[config.mk]
export PLATFORM = sky130hd
export DESIGN_NAME = byte_pattern_search_top_flat
export DESIGN_NICKNAME = d
export VERILOG_FILES = /design/src/rtl/core/bps_pkg.sv /design/src/rtl/core/bps_intf.sv /design/src/rtl/core/bps_csr_regs.sv /design/src/rtl/core/bps_in_stage.sv /design/src/rtl/core/bps_match_core.sv /design/src/rtl/core/byte_pattern_search_top.sv /design/src/flat_wrapper.sv
export SDC_FILE = /design/constraint.sdc
export NUM_CORES = 1
export LEC_CHECK = 0
export BUFFER_PORTS_ARGS = -buffer_cell sky130_fd_sc_hd__buf_2
export CAP_MARGIN = 20
export CELL_PAD_IN_SITES_DETAIL_PLACEMENT = 1
export CELL_PAD_IN_SITES_GLOBAL_PLACEMENT = 1
export CORE_MARGIN = 5
export CORE_UTILIZATION = 40
export CTS_CLUSTER_DIAMETER = 100
export DETAILED_ROUTE_END_ITERATION = 10
export GPL_TIMING_DRIVEN = 0
export PLACE_DENSITY = 0.77
export SLEW_MARGIN = 10
export SYNTH_ARGS = -nofsm -noshare
export SYNTH_HDL_FRONTEND = slang
export SYNTH_SLANG_ARGS = --single-unit
[constraint.sdc]
create_clock -name clock -period 15.1 [get_ports clock]
set_clock_uncertainty 0.05 [all_clocks]
set_input_delay 1.51 -clock clock [delete_from_list [all_inputs] [get_ports clock]]
set_output_delay 1.51 -clock clock [all_outputs]
set_load 0.03 [all_outputs]
[src/rtl/core/bps_pkg.sv]
// Shared types and constants for the byte pattern search block.
`default_nettype none
package bps_pkg;

   localparam int MAX_PATTERN   = 16;
   localparam int PAT_IDX_W     = $clog2(MAX_PATTERN);
   localparam int LEN_W         = 5;
   localparam int OFFSET_BITS   = 40;
   localparam int POS_INC_W     = OFFSET_BITS + 1;
   localparam int PATTERN_BYTES = 16;
   localparam int PATTERN_W     = 8 * PATTERN_BYTES;
   localparam int CSR_IDX_W     = 3;
   localparam int CSR_DATA_W    = 64;

   localparam logic [CSR_IDX_W-1:0] CSR_PATTERN_LOW  = CSR_IDX_W'(0);
   localparam logic [CSR_IDX_W-1:0] CSR_PATTERN_HIGH = CSR_IDX_W'(1);
   localparam logic [CSR_IDX_W-1:0] CSR_PATTERN_LEN  = CSR_IDX_W'(2);
   localparam logic [CSR_IDX_W-1:0] CSR_START_OFFSET = CSR_IDX_W'(3);
   localparam logic [CSR_IDX_W-1:0] CSR_BACKWARD     = CSR_IDX_W'(4);

   typedef struct packed {
      logic [PATTERN_W-1:0]   pattern;
      logic [LEN_W-1:0]       pattern_length;
      logic [OFFSET_BITS:0]   start_offset;
      logic                   search_backward;
   } cfg_type;

   typedef struct packed {
      logic [7:0] data_byte;
      logic       last;
   } item_type;

   typedef struct packed {
      logic                   found;
      logic [OFFSET_BITS-1:0] match_offset;
      logic                   status;
   } result_type;

endpackage
`default_nettype wire

[src/rtl/core/bps_intf.sv]
// Channel interfaces: input byte beats, result beats and register writes.
`default_nettype none
interface bps_req_if;
   import bps_pkg::*;
   logic       valid;
   logic       ready;
   logic [7:0] data_byte;
   logic       last;
   modport source (output valid, output data_byte, output last, input ready);
   modport sink   (input valid, input data_byte, input last, output ready);
endinterface

interface bps_rsp_if;
   import bps_pkg::*;
   logic                   valid;
   logic                   ready;
   logic                   found;
   logic [OFFSET_BITS-1:0] match_offset;
   logic                   status;
   modport source (output valid, output found, output match_offset, output status,
                   input ready);
   modport sink   (input valid, input found, input match_offset, input status,
                   output ready);
endinterface

interface bps_csr_if;
   import bps_pkg::*;
   logic                  valid;
   logic                  ready;
   logic [CSR_IDX_W-1:0]  index;
   logic [CSR_DATA_W-1:0] write_data;
   modport source (output valid, output index, output write_data, input ready);
   modport sink   (input valid, input index, input write_data, output ready);
endinterface
`default_nettype wire

[src/rtl/core/bps_csr_regs.sv]
// Configuration registers of the byte pattern search.
`default_nettype none
module bps_csr_regs (
   input  logic              clock,
   input  logic              reset,
   bps_csr_if.sink           csr_bus,
   output bps_pkg::cfg_type  cfg
);
   import bps_pkg::*;

   logic [CSR_DATA_W-1:0]  pat_low_ff;
   logic [CSR_DATA_W-1:0]  pat_high_ff;
   logic [LEN_W-1:0]       pat_len_ff;
   logic [OFFSET_BITS:0]   start_ff;
   logic                   backward_ff;

   assign csr_bus.ready = 1'b1;

   always_ff @(posedge clock) begin
      if (reset) begin
         pat_low_ff  <= '0;
         pat_high_ff <= '0;
         pat_len_ff  <= LEN_W'(1);
         start_ff    <= '1;
         backward_ff <= 1'b0;
      end else if (csr_bus.valid) begin
         case (csr_bus.index)
            CSR_PATTERN_LOW:  pat_low_ff  <= csr_bus.write_data;
            CSR_PATTERN_HIGH: pat_high_ff <= csr_bus.write_data;
            CSR_PATTERN_LEN:  pat_len_ff  <= csr_bus.write_data[LEN_W-1:0];
            CSR_START_OFFSET: start_ff    <= csr_bus.write_data[OFFSET_BITS:0];
            CSR_BACKWARD:     backward_ff <= csr_bus.write_data[0];
            default: ;
         endcase
      end
   end

   assign cfg.pattern         = {pat_high_ff, pat_low_ff};
   assign cfg.pattern_length  = pat_len_ff;
   assign cfg.start_offset    = start_ff;
   assign cfg.search_backward = backward_ff;

endmodule
`default_nettype wire

[src/rtl/core/bps_in_stage.sv]
// Input register for byte beats.
`default_nettype none
module bps_in_stage (
   input  logic               clock,
   input  logic               reset,
   bps_req_if.sink            req_bus,
   input  logic               advance,
   output logic               item_vld,
   output bps_pkg::item_type  item
);
   import bps_pkg::*;

   logic     vld_ff;
   item_type item_ff;
   logic     take;

   assign req_bus.ready = !vld_ff || advance;
   assign take          = req_bus.valid && req_bus.ready;

   always_ff @(posedge clock) begin
      if (reset) begin
         vld_ff <= 1'b0;
      end else if (take) begin
         vld_ff <= 1'b1;
      end else if (advance) begin
         vld_ff <= 1'b0;
      end
      if (take) begin
         item_ff.data_byte <= req_bus.data_byte;
         item_ff.last      <= req_bus.last;
      end
   end

   assign item_vld = vld_ff;
   assign item     = item_ff;

endmodule
`default_nettype wire

[src/rtl/core/bps_match_core.sv]
// Byte window, parallel pattern compare, match tracking and result register.
`default_nettype none
module bps_match_core (
   input  logic               clock,
   input  logic               reset,
   input  bps_pkg::cfg_type   cfg,
   input  logic               item_vld,
   input  bps_pkg::item_type  item,
   output logic               advance,
   bps_rsp_if.source          rsp_bus
);
   import bps_pkg::*;

   logic [7:0]             win_ff [MAX_PATTERN];
   logic [7:0]             win_in [MAX_PATTERN];
   logic [7:0]             pat_bytes [MAX_PATTERN];
   logic [OFFSET_BITS-1:0] pos_ff;
   logic                   seen_ff;
   logic [OFFSET_BITS-1:0] best_ff;
   logic                   seen_in;
   logic [OFFSET_BITS-1:0] best_in;
   logic                   rsp_vld_ff;
   result_type             rsp_data_ff;
   result_type             result_in;

   logic [LEN_W-1:0]       plen;
   logic [LEN_W-1:0]       idx;
   logic                   hit;
   logic [POS_INC_W-1:0]   pos_inc;
   logic [POS_INC_W-1:0]   diff;
   logic [OFFSET_BITS-1:0] cand;
   logic                   check;
   logic                   allowed;
   logic                   take;
   logic                   out_free;

   assign out_free = !rsp_vld_ff || rsp_bus.ready;
   assign advance  = item_vld && (!item.last || out_free);

   always_comb begin
      plen = (cfg.pattern_length > LEN_W'(MAX_PATTERN)) ? LEN_W'(MAX_PATTERN)
                                                       : cfg.pattern_length;
      for (int k = 0; k < MAX_PATTERN; k++) begin
         pat_bytes[k] = (k < PATTERN_BYTES) ? cfg.pattern[8*k +: 8] : 8'h00;
      end
      win_in[0] = item.data_byte;
      for (int i = 1; i < MAX_PATTERN; i++) begin
         win_in[i] = win_ff[i-1];
      end
      // window entry j lines up with pattern byte plen-1-j
      hit = 1'b1;
      idx = '0;
      for (int j = 0; j < MAX_PATTERN; j++) begin
         idx = plen - LEN_W'(j) - LEN_W'(1);
         if (LEN_W'(j) < plen && win_in[j] != pat_bytes[idx[PAT_IDX_W-1:0]]) begin
            hit = 1'b0;
         end
      end
      pos_inc = {1'b0, pos_ff} + POS_INC_W'(1);
      check   = (plen != '0) && (pos_inc >= POS_INC_W'(plen));
      diff    = pos_inc - POS_INC_W'(plen);
      cand    = diff[OFFSET_BITS-1:0];
      if (cfg.search_backward) begin
         allowed = cfg.start_offset[OFFSET_BITS] ||
                   (cand < cfg.start_offset[OFFSET_BITS-1:0]);
      end else begin
         allowed = !seen_ff && (cfg.start_offset[OFFSET_BITS] ||
                   (cand >= cfg.start_offset[OFFSET_BITS-1:0]));
      end
      take    = check && hit && allowed;
      seen_in = seen_ff || take;
      best_in = take ? cand : best_ff;
      result_in.found        = (plen != '0) && seen_in;
      result_in.match_offset = ((plen != '0) && seen_in) ? best_in : '0;
      result_in.status       = (plen == '0);
   end

   always_ff @(posedge clock) begin
      if (reset) begin
         for (int i = 0; i < MAX_PATTERN; i++) begin
            win_ff[i] <= 8'h00;
         end
         pos_ff     <= '0;
         seen_ff    <= 1'b0;
         best_ff    <= '0;
         rsp_vld_ff <= 1'b0;
      end else begin
         if (advance) begin
            if (item.last) begin
               for (int i = 0; i < MAX_PATTERN; i++) begin
                  win_ff[i] <= 8'h00;
               end
               pos_ff  <= '0;
               seen_ff <= 1'b0;
               best_ff <= '0;
            end else begin
               for (int i = 0; i < MAX_PATTERN; i++) begin
                  win_ff[i] <= win_in[i];
               end
               pos_ff  <= pos_inc[OFFSET_BITS-1:0];
               seen_ff <= seen_in;
               best_ff <= best_in;
            end
         end
         if (advance && item.last) begin
            rsp_vld_ff <= 1'b1;
         end else if (rsp_bus.ready) begin
            rsp_vld_ff <= 1'b0;
         end
      end
      if (advance && item.last) begin
         rsp_data_ff <= result_in;
      end
   end

   assign rsp_bus.valid        = rsp_vld_ff;
   assign rsp_bus.found        = rsp_data_ff.found;
   assign rsp_bus.match_offset = rsp_data_ff.match_offset;
   assign rsp_bus.status       = rsp_data_ff.status;

`ifndef SYNTH
   a_clear_after_last: assert property (@(posedge clock) disable iff (reset)
      advance && item.last |=> pos_ff == '0 && !seen_ff && best_ff == '0)
      else $error("file state not cleared after last beat");
   a_pos_step: assert property (@(posedge clock) disable iff (reset)
      advance && !item.last |=> pos_ff == $past(pos_ff) + OFFSET_BITS'(1))
      else $error("byte position did not step");
   a_err_no_found: assert property (@(posedge clock) disable iff (reset)
      rsp_vld_ff |-> !(rsp_data_ff.status && rsp_data_ff.found))
      else $error("found set with empty pattern");
   a_offset_zero: assert property (@(posedge clock) disable iff (reset)
      rsp_vld_ff && !rsp_data_ff.found |-> rsp_data_ff.match_offset == '0)
      else $error("offset nonzero without a match");
   a_no_overwrite: assert property (@(posedge clock) disable iff (reset)
      rsp_vld_ff && !rsp_bus.ready |-> !(advance && item.last))
      else $error("pending result overwritten");
`endif

endmodule
`default_nettype wire

[src/rtl/core/byte_pattern_search_top.sv]
// Top level: one byte per cycle, window compare, one result per file.
// A last byte beat passes the input register, then the result register, which drives result valid.
// Throughput: one byte beat per cycle; a held result holds back a last beat and those behind it.
// The compare of the 16-byte window and the offset checks sit in one stage.
// Synchronous reset clears the window, position and match state, the result
// valid, and loads the registers with length 1 and start offset -1.
`default_nettype none
module byte_pattern_search_top (
   input  logic        clock,
   input  logic        reset,
   bps_req_if.sink     req_bus,
   bps_rsp_if.source   rsp_bus,
   bps_csr_if.sink     csr_bus
);
   import bps_pkg::*;

   cfg_type  cfg;
   item_type item;
   logic     item_vld;
   logic     advance;

   bps_csr_regs u_csr (
      .clock   (clock),
      .reset   (reset),
      .csr_bus (csr_bus),
      .cfg     (cfg)
   );

   bps_in_stage u_in (
      .clock    (clock),
      .reset    (reset),
      .req_bus  (req_bus),
      .advance  (advance),
      .item_vld (item_vld),
      .item     (item)
   );

   bps_match_core u_core (
      .clock    (clock),
      .reset    (reset),
      .cfg      (cfg),
      .item_vld (item_vld),
      .item     (item),
      .advance  (advance),
      .rsp_bus  (rsp_bus)
   );

endmodule
`default_nettype wire
[src/flat_wrapper.sv]
// flat-port wrapper written by rule: the top's interface ports become plain ports
module byte_pattern_search_top_flat import bps_pkg::*;
  (clock, reset, req_bus_valid, req_bus_data_byte, req_bus_last, req_bus_ready, rsp_bus_valid, rsp_bus_found, rsp_bus_match_offset, rsp_bus_status, rsp_bus_ready, csr_bus_valid, csr_bus_index, csr_bus_write_data, csr_bus_ready);
  bps_req_if req_bus_i ();
  bps_rsp_if rsp_bus_i ();
  bps_csr_if csr_bus_i ();
  input  logic clock;
  input  logic reset;
  input wire logic [$bits(req_bus_i.valid)-1:0] req_bus_valid;
  input wire logic [$bits(req_bus_i.data_byte)-1:0] req_bus_data_byte;
  input wire logic [$bits(req_bus_i.last)-1:0] req_bus_last;
  output wire logic [$bits(req_bus_i.ready)-1:0] req_bus_ready;
  output wire logic [$bits(rsp_bus_i.valid)-1:0] rsp_bus_valid;
  output wire logic [$bits(rsp_bus_i.found)-1:0] rsp_bus_found;
  output wire logic [$bits(rsp_bus_i.match_offset)-1:0] rsp_bus_match_offset;
  output wire logic [$bits(rsp_bus_i.status)-1:0] rsp_bus_status;
  input wire logic [$bits(rsp_bus_i.ready)-1:0] rsp_bus_ready;
  input wire logic [$bits(csr_bus_i.valid)-1:0] csr_bus_valid;
  input wire logic [$bits(csr_bus_i.index)-1:0] csr_bus_index;
  input wire logic [$bits(csr_bus_i.write_data)-1:0] csr_bus_write_data;
  output wire logic [$bits(csr_bus_i.ready)-1:0] csr_bus_ready;
  assign req_bus_i.valid = req_bus_valid;
  assign req_bus_i.data_byte = req_bus_data_byte;
  assign req_bus_i.last = req_bus_last;
  assign req_bus_ready = req_bus_i.ready;
  assign rsp_bus_valid = rsp_bus_i.valid;
  assign rsp_bus_found = rsp_bus_i.found;
  assign rsp_bus_match_offset = rsp_bus_i.match_offset;
  assign rsp_bus_status = rsp_bus_i.status;
  assign rsp_bus_i.ready = rsp_bus_ready;
  assign csr_bus_i.valid = csr_bus_valid;
  assign csr_bus_i.index = csr_bus_index;
  assign csr_bus_i.write_data = csr_bus_write_data;
  assign csr_bus_ready = csr_bus_i.ready;
  byte_pattern_search_top u_core (.clock(clock), .reset(reset), .req_bus(req_bus_i), .rsp_bus(rsp_bus_i), .csr_bus(csr_bus_i));
endmodule
==> key figures <==
Timing
  • Final hold violations: 0
  • Setup TNS: 0 ps
  • Slew HR: 14.51%
  • Crit path time final: 14200 ps
  • RSZ-0062 raised after global routing: false
  • F_max: 70.42 MHz
  • Least-Margin Pin Slew: 1282 ps
  • Setup Viol. Count Final: 0
  • Slew Viols, Final: 0
  • Final period util: 94.05%

Route
  • Routed Antenna Nets: 0
  • Via Count: 33.36k
  • Post-DR wirelength/cell: 40.03 um
  • Detailed Route WL: 197200 um
  • # DRC: 0
  • Iter 0 DRT Violations: 4600
  • Via/cell ratio: 6.773
  • Drt pass-1 iters: 6

Floorplan
  • Core Region: 77470 um2
  • Initial Utilization: 40.38%
  • Die Area: 83900 um2
  • Num ports: 126
  • Die height: 289.7 um
  • Die Wd: 289.7 um
  • # rows: 102

Global routing
  • Largest net degree at the start of global routing: 41
  • First-pass GRT wire length: 263700 um
  • Total grt overflow: 0
  • All-Layer GR Usage: 45.36%
  • Vias in the first global route: 31.83k
  • Initial antenna violation count: 14

Worst setup path
  • Slowest CP cell: clkbuf_1
  • Crit path kind: reg -> reg
  • Crit-path max cell delay: 1010 ps
  • Critical Path Fanout Max: 10
  • Crit path launch type: flop
  • Worst Path Required: 15360 ps
  • CP Data Arrival Time: 14460 ps
  • Cell mode on critical path: clkbuf_1
  • Worst setup EP type: flop

Status
  • Outcome: finished, final reports clean

Pwr
  • Power after layout: 3.156 mW
  • Sequential power share: 41.3%
  • Peak supply drop: 0.00008660 V
  • PwrDens: 89.73 nW/um2
  • Combinational power share: 19.5%
  • Switching power total: 1.052 mW
  • Lkg Pwr: 13.20 nW
  • Cell Int Power: 2.103 mW
  • Sw frac: 33.34%
  • Clock share of power: 39.2%

Synth
  • Synthesized area per cell: 8.618 um2
  • Most used DFF post-synth: dfxtp_1
  • Post-synthesis cell area: 31280 um2
  • Register area share after synthesis: 32.67%
  • Warnings from Yosys: 0
  • Synth Register Bits: 429
  • Syn_nets: 3761
  • Post-synth top area cell: dfxtp_1
  • Synth unique cells: 86
  • Top post-synthesis cells by area: dfxtp_1 (17%), edfxtp_1 (16%), mux4_2 (7.3%)
  • Post-synth EDFFs: 163
  • Post-synth ARST share: 0%
  • Share of the synthesized area in the top cell type: 17.02%
  • Cells after Synth: 3630

Finish
  • Area Overhead vs Synth: 12.41%
  • Commonest non-fill, non-tap cell in the layout: nand2_1
  • Nets: 3961
  • Fraction of layout cells with a size suffix above 1: 12.37%
  • Final Cell Area: 35170 um2
  • Commonest cells after routing, fill and taps aside: nand2_1 (578), dfxtp_1 (266), a21oi_1 (251)
  • Util after Layout: 45.40%

Clock network
  • Hold_buf cts: 0
  • Resized cells post-CTS: 0
  • Clock root buffer: clkbuf_16
  • Clock Latency Late Sink: 650 ps
  • Total CTS buffers: 52
  • CTS Sinks: 429
  • Max Root-Sink Buffers: 3
  • CTS tree: yes
  • Post-CTS setup buffers: 0
  • Max H-tree Level: 2
  • Clk slew on worst S/H paths: 60 ps

Placement
  • Dpl hpwl: 154000 um
  • Number of I/O port buffers: 124
  • GPL Wtd Cong: 1.101
  • Post-Place Cell Area: 33440 um2

Job
  • Max Cap Viol: 0

Worst hold path
  • Hold Crit Class: reg -> reg
layer usage:
layer	vias up	part of all wire, %	track usage (%)
met5	-	0	0
met3	571	14	17.48
li1	13620	-	-
met1	16900	40	59.98
met4	0	6.6	23.40
met2	2274	40	64.23
worst max-delay path, delay by kind of cell (launching register included):
kind                       cells  cell delay (ps)
AOI/OAI and AO/OA             14             4050
xor gates and xnor gates       2             1080
adders and majority gates      2              780
buffers and inverters          9             5110
DFF                            1              310
and+or+nand+nor                7             2420
synthesized netlist by cell type, drive strengths merged, types with 95 or more instances:
master	number
a21oi	251
and2	126
buf	110
clkbuf	207
dfxtp	266
edfxtp	163
mux2i	227
mux4	101
nand2	578
nand3	106
nor2	183
o21ai	144
xnor2	144
xor2	95
registers in the layout, indices dropped and copies added, names as in the netlist:
register	count
u_core.u_core.best_ff	40
u_core.u_core.pos_ff	40
u_core.u_core.rsp_bus.found	1
u_core.u_core.rsp_bus.match_offset	40
u_core.u_core.rsp_bus.status	1
u_core.u_core.rsp_bus.valid	1
u_core.u_core.seen_ff	1
u_core.u_core.win_ff	120
u_core.u_csr.backward_ff	1
u_core.u_csr.pat_high_ff	64
u_core.u_csr.pat_len_ff	5
u_core.u_csr.pat_low_ff	64
u_core.u_csr.start_ff	41
u_core.u_in.item	9
u_core.u_in.item_vld	1
worst paths after layout:
kind	startpoint	to	slack, ps	cells past startpoint
hold / removal	u_core.u_core.win_ff[0][7]$_SDFFE_PP0P_	u_core.u_core.win_ff[0][7]$_SDFFE_PP0P_	410	2
setup / recovery	u_core.u_csr.pat_len_ff[0]$_SDFFE_PP1P_	u_core.u_core.rsp_bus.match_offset[1]$_SDFFCE_PN0P_	900	34
setup reg to reg	u_core.u_csr.pat_len_ff[0]$_SDFFE_PP1P_	u_core.u_core.rsp_bus.match_offset[1]$_SDFFCE_PN0P_	900	34
hold reg to reg	u_core.u_core.win_ff[0][7]$_SDFFE_PP0P_	u_core.u_core.win_ff[0][7]$_SDFFE_PP0P_	410	2
metrics by stage:
step / hold slack (ps) / setup slack (ps) / std cells
5_1_grt: 429.7 / 770.5 / 4913
2_1_floorplan: 386.3 / 7395 / 3630
4_1_cts: 407.7 / 1575 / 4906
3_3_place_gp: 395.2 / 1482 / 4794
3_5_place_dp: 399.8 / 1647 / 4810
6_report: 407.2 / 898.5 / 4925
area by class of cell:
type | instances | area, um2
antenna | 13 | 32.53
buffer | 317 | 1280
clock buffer | 69 | 1375
clock inverter | 27 | 275.3
fill | 9268 | 42300
inverter | 92 | 345.3
multi-input combinational | 2792 | 19470
sequential | 429 | 10220
tap | 1040 | 1301
timing repair buffer | 146 | 865.8
logic make-up (layout without fill, tap and decap cells):
kind of cell | after synthesis | count (layout) | share of synthesized area, %
AOI/OAI and AO/OA | 801 | 801 | 16.54
buffers and inverters | 409 | 651 | 5.195
muxes | 380 | 380 | 16.41
DFF | 429 | 429 | 32.67
and+or+nand+nor | 1321 | 1321 | 20.39
adders and majority gates | 50 | 50 | 2.024
xor gates and xnor gates | 239 | 239 | 6.763
other | 1 | 14 | 0.01199
power groups by stage:
stage	clock network, mW	logic, mW	registers, mW
5_1_grt	1.29	0.626	1.30
4_1_cts	1.25	0.583	1.30
3_5_place_dp	0	0.579	1.32
6_report	1.24	0.614	1.30
2_1_floorplan	0	0.329	1.29
3_3_place_gp	0	0.571	1.32
No activity file was read; power rests on OpenSTA's default activity.
